<file path="src/hw/rtl/pge_pkg.sv">
// palette gun expander: shared types, codes and defaults
// used by pge_gun_format and palette_gun_expander_unit; no dependencies
package pge_pkg;

  localparam int MAX_COLORS_DEF = 256;
  localparam int GUN_W          = 8;
  localparam int ENTRY_W        = 3 * GUN_W;
  localparam int WIDE_W         = 32;
  localparam int PACK_W         = 12;
  localparam int IDX_W          = 8;
  localparam int TOTAL_W        = 9;
  localparam int PLANE_W        = 5;
  localparam int CFG_IDX_W      = 2;
  localparam int CFG_DATA_W     = 5;
  localparam logic [PLANE_W-1:0] PLANE_ALL    = 5'd31;
  localparam logic [PLANE_W-1:0] PLANE_RESET  = 5'd8;
  localparam logic [3:0]         NIBBLE_ZERO  = 4'h0;

  localparam logic [CFG_IDX_W-1:0] REG_PLANE_COUNT  = 2'd0;
  localparam logic [CFG_IDX_W-1:0] REG_USER_EIGHT   = 2'd1;
  localparam logic [CFG_IDX_W-1:0] REG_FILE_EIGHT   = 2'd2;

  localparam logic FUNC_LOAD = 1'b0;
  localparam logic FUNC_READ = 1'b1;

  typedef enum logic {
    S_IDLE,
    S_READ
  } state_t;

  // control that travels with a store read to the formatter
  typedef struct packed {
    logic valid;
    logic dup;
  } fmt_ctrl_t;

endpackage

</file>
<file path="src/hw/rtl/pge_gun_format.sv">
// palette gun expander: turns one stored entry into wide guns and a 4-4-4 word
// depends on pge_pkg
module pge_gun_format (
  input  logic [pge_pkg::ENTRY_W-1:0] entry,
  input  pge_pkg::fmt_ctrl_t          ctrl,
  output logic [pge_pkg::WIDE_W-1:0]  red_wide,
  output logic [pge_pkg::WIDE_W-1:0]  green_wide,
  output logic [pge_pkg::WIDE_W-1:0]  blue_wide,
  output logic [pge_pkg::PACK_W-1:0]  packed_twelve
);

  logic [pge_pkg::GUN_W-1:0] red_gun;
  logic [pge_pkg::GUN_W-1:0] green_gun;
  logic [pge_pkg::GUN_W-1:0] blue_gun;

  // when dup is set the upper nibble is or-ed into the low nibble, unchecked entries may keep low bits
  function automatic logic [pge_pkg::WIDE_W-1:0] widen(
    input logic [pge_pkg::GUN_W-1:0] gun,
    input logic                      dup
  );
    logic [pge_pkg::GUN_W-1:0] g;
    g = dup ? {gun[7:4], gun[3:0] | gun[7:4]} : gun;
    return {g, g, g, g};
  endfunction

  assign red_gun   = entry[23:16];
  assign green_gun = entry[15:8];
  assign blue_gun  = entry[7:0];

  always_comb begin
    if (ctrl.valid) begin
      red_wide      = widen(red_gun, ctrl.dup);
      green_wide    = widen(green_gun, ctrl.dup);
      blue_wide     = widen(blue_gun, ctrl.dup);
      packed_twelve = {red_gun[7:4], green_gun[7:4], blue_gun[7:4]};
    end else begin
      red_wide      = '0;
      green_wide    = '0;
      blue_wide     = '0;
      packed_twelve = '0;
    end
  end

endmodule

</file>
<file path="config.mk">
export PLATFORM = sky130hd
export DESIGN_NAME = pge_gun_format
export DESIGN_NICKNAME = d
export VERILOG_FILES = /design/src/hw/rtl/pge_pkg.sv /design/src/hw/rtl/pge_gun_format.sv
export SDC_FILE = /design/constraint.sdc
export NUM_CORES = 1
export LEC_CHECK = 0
export ABC_AREA = 1
export ABC_CLOCK_PERIOD_IN_PS = 800
export BUFFER_PORTS_ARGS = -buffer_cell sky130_fd_sc_hd__buf_2
export CAP_MARGIN = 20
export CORE_MARGIN = 2
export CORE_UTILIZATION = 32
export DETAILED_ROUTE_END_ITERATION = 6
export PLACE_DENSITY_LB_ADDON = 0.25
export SETUP_SLACK_MARGIN = 0.3
export SYNTH_ARGS = -nofsm -noshare
export SYNTH_HDL_FRONTEND = slang
export SYNTH_SLANG_ARGS = --single-unit
</file>
<file path="constraint.sdc">
create_clock -name vclk -period 0.8
set_input_delay 0.08 -clock vclk [all_inputs]
set_output_delay 0.08 -clock vclk [all_outputs]
set_load 0.01 [all_outputs]
</file>
Yosys cells after proc, flatten, opt, wreduce, memory -nomap -nowiden
Cells that the tools add are included.
{"block": "classes", "bitwise": 3, "mux": 7}
{"cell": "32-bit two-way mux", "count": 3}
{"cell": "12-bit two-way mux", "count": 1}
{"cell": "4-bit two-way mux", "count": 3}
{"cell": "4-bit OR", "count": 3}
{"block": "word_totals", "input_bits": 26, "word_cells": 10, "ff_bits": 0, "output_inout_bits": 108}

Logic depth before layout (Yosys ltp)
{"block": "logic_depth", "depth_word": 3, "ltp_mapped": 5, "ltp_nobuf": 2}

Least setup slack after synthesis
Ideal clock, no wire load.
{"block": "synth_timing", "path_kind": "input to output", "start": "in ctrl[1] (netlist name)", "end": "out blue_wide[10] (netlist name)", "t_required_ps": 720, "path_stages": 5, "path_buffers": 3, "setup_slack_ps": 55, "arrival_time_ps": 665, "path_cell_list": "buf_6 -> buf_6 -> nand3_1 -> nand2_1 -> buf_4"}
{"block": "synth_via", "elab_chain_len": 1}
{"item": "start, declared", "line": "pge_gun_format.sv:5", "source": "input pge_pkg::fmt_ctrl_t ctrl,"}
{"item": "32-bit two-way mux", "line": "pge_gun_format.sv:31", "source": "if (ctrl.valid) begin"}
{"item": "end, declared", "line": "pge_gun_format.sv:8", "source": "output logic [pge_pkg::WIDE_W-1:0] blue_wide,"}
No other way between the ends.

Final worst setup path
{"block": "layout_timing", "start": "in ctrl[1] (netlist name)", "end": "out red_wide[1] (netlist name)"}
{"block": "layout_via", "elab_chain_len": 1}
{"item": "32-bit two-way mux", "line": "pge_gun_format.sv:31"}
{"item": "end, declared", "line": "pge_gun_format.sv:6", "source": "output logic [pge_pkg::WIDE_W-1:0] red_wide,"}
No other way between the ends.

==> run_results.csv <==
group,metric,value,unit
finish,area.sequential,0,um^2
setup_path,arrival,0.65,ns
run,timing.max_cap.violations,0,
pwr,power_per_cell_area,696,nW/um^2
sta,final_hold_viol_count,0,
sta,max_slew.worst_pin.slew,0.158,ns
detailed_routing,drt-initial-drc-count,10,
synth,synthesis.instances,149,
hold_path,worst_hold_path_type,"primary input to output port",
pwr,p_sw_frac,0.470,
grt,grt_max_degree,11,
detailed_routing,detailedRoute.firstPassIterationCount,2,
sta,clock.fmax,1370,MHz
pwr,internal_power,0.000767,W
setup_path,cp_data_required_time,0.72,ns
place,place_worst_setup_slack,-0.0667,ns
setup_path,cp_cell_sequence,"buf_12 > buf_16 > nand2_2 > nand2_4 > buf_6",
synth,synth.lib_cells_used.distinct,6,
synth,synth.most_common_cell,"sky130_fd_sc_hd__buf_4",
setup_path,crit_slowest_cell,"sky130_fd_sc_hd__buf_16",
finish,final_layout_size_suffix_gt1_frac,0.995,
floorplanning,fp.coreArea,2730,um^2
floorplanning,fp-row-count,19,
grt,global_route_wire_length_before_repair,4420,um
finish,area_growth_synth_to_finish,127,%
place,detailed_place.area,1220,um^2
detailed_routing,detail_route.drc_violations,0,
setup_path,timing.setup.critical_path_class,"primary input to output port",
finish,utilization,0.761,
setup_path,critical_path.max_stage_delay,0.15,ns
finish,design_area,2080,um^2
synth,synth.yosys.seq_area_share,0,
floorplanning,floorplan.initialDensity,0.335,
sta,min_period_over_period,0.913,
floorplanning,die_w,57.5,um
sta,rsz0062_at_grt,"yes",
synth,synth_area,917,um^2
sta,slew_headroom,0.895,
place,place.detailed.hpwl,1700,um
synth,netlist_top_cells_area,"sky130_fd_sc_hd__buf_4 70%, sky130_fd_sc_hd__nand2_1 15%, sky130_fd_sc_hd__nand3_1 6.5%, sky130_fd_sc_hd__inv_1 4.9%, sky130_fd_sc_hd__buf_6 3.7%",
grt,grt.total_usage,0.164,
synth,synth_warnings,0,
grt,grt_antenna_before_repair,0,
finish,nNetsFinal,233,
sta,time_the_final_worst_path_needs_with_i_o_delays_and_setup,0.730,ns
sta,fin_worst_hold_slack,0.476,ns
floorplanning,design.portCount,134,
detailed_routing,final_antenna_net_count,0,
sta,postLayoutSetupSlackWorst,0.0697,ns
sta,slew_viol_final,0,
pwr,sequentialPowerShare,0,
place,gp_congestion,0.671,
floorplanning,design.die.area,3310,um^2
outcome,outcome,"finished, final reports clean",
detailed_routing,number_of_vias_per_cell_after_detailed_routing,4.32,
grt,globalRoute.totalOverflow,0,
detailed_routing,route.final.wire_length,3220,um
pwr,p_leak,1.11,nW
setup_path,critPathLaunchType,"primary input",
synth,synth_top_cells_by_count,"85 x sky130_fd_sc_hd__buf_4, 36 x sky130_fd_sc_hd__nand2_1, 12 x sky130_fd_sc_hd__inv_1, 12 x sky130_fd_sc_hd__nand3_1, 3 x sky130_fd_sc_hd__buf_6",
pwr,power_frac_comb,1.000,
finish,num_antenna_cells,0,
sta,timing.final.setup_violations,0,
pwr,power.share.clock,0,
setup_path,cpLargestDelayFamily,"buffers and inverters",
place,port_buffers,134,
grt,grt_pass1_vias,884,
place,placed_instance_count,228,
synth,mappedNetlistNets,175,
setup_path,critPathBufInv,3,
setup_path,worstSetupEndpointType,"output port",
setup_path,critical_path_peak_fanout,7,
detailed_routing,avgRoutedWirePerCell,13.6,um
finish,layout.clock_buffers,0,
finish,layout.sequential_cells,0,
synth,cell_accounting_for_the_most_synthesized_area,"sky130_fd_sc_hd__buf_4",
detailed_routing,num_vias,1020,
synth,top_cell_type_s_share_of_synthesized_area,0.696,
floorplanning,height_of_the_die,57.5,um
pwr,power.net_switching,0.000681,W
pwr,vdd_drop_max,0.543,mV
synth,avgSynthCellArea,6.16,um^2
finish,stdcell_count,236,
[power groups by stage]
stage | clock (W) | sequential, W | combinational (W)
6_report | 0 | 0 | 0.00145
5_1_grt | 0 | 0 | 0.00153
4_1_cts | 0 | 0 | 0.00134
3_5_place_dp | 0 | 0 | 0.000880
2_1_floorplan | 0 | 0 | 0.000935
3_3_place_gp | 0 | 0 | 0.000875
[layer usage]
metal	part of all wire	vias to the layer above	GRT usage
met2	0.62	66	0.346
met5	0	-	0
met3	0.10	0	0.0249
met1	0.28	477	0.176
li1	-	477	-
met4	0	0	0
[layout make-up]
type                       instances  area [um^2]
timing repair buffer             145         1390
fill                             195          654
multi-input combinational         48          566
inverter                          12         87.6
tap                               31         38.8
[metrics by stage]
step / TNS (ns) / power, W
after CTS: 0 / 0.00134
after global placement: -0.803 / 0.000875
after detailed placement: -1.10 / 0.000880
after floorplan: 0 / 0.000935
final: 0 / 0.00145
after global routing: 0 / 0.00153
[cells by family after synthesis]
kind of cell	synth area share
buffers and inverters	0.787
and+or+nand+nor	0.213
[tightest hold or removal path: cells and delay by family]
kind	cells	cell delay (ns)
simple gates	2	0.12
buf+inv	2	0.20
[placed cells by master, fill, tap and decap left out]
| cell type | synthesis | final |
|---|---|---|
| sky130_fd_sc_hd__buf_6 | 3 | 81 |
| sky130_fd_sc_hd__buf_2 | 1 | 51 |
| sky130_fd_sc_hd__nand2_4 | 0 | 21 |
| sky130_fd_sc_hd__nand3_4 | 0 | 12 |
| sky130_fd_sc_hd__nand2_2 | 0 | 12 |
| sky130_fd_sc_hd__inv_4 | 0 | 5 |
| sky130_fd_sc_hd__buf_12 | 0 | 5 |
| sky130_fd_sc_hd__buf_4 | 85 | 5 |
| sky130_fd_sc_hd__inv_6 | 0 | 3 |
| sky130_fd_sc_hd__buf_16 | 0 | 3 |
| sky130_fd_sc_hd__inv_2 | 0 | 2 |
| sky130_fd_sc_hd__nand2_8 | 0 | 2 |
| sky130_fd_sc_hd__inv_8 | 0 | 2 |
| sky130_fd_sc_hd__nand2_1 | 36 | 1 |
[repair_timing]
item,in CTS,in global routing
setup endpoints to repair,108,108
setup buffers,5,0
cloned,3,0
hold buffers,0,0
pin swaps,11,2
gates resized for setup,109,31
[path summary, 6_finish.rpt]
| kind | depth (start not counted) | slack [ns] | from | endpoint |
|---|---|---|---|---|
| setup / recovery | 5 | 0.07 | ctrl[1] | red_wide[1] |
| hold / removal | 4 | 0.48 | entry[1] | blue_wide[25] |
Note: power is estimated with default switching activity, not from simulation.
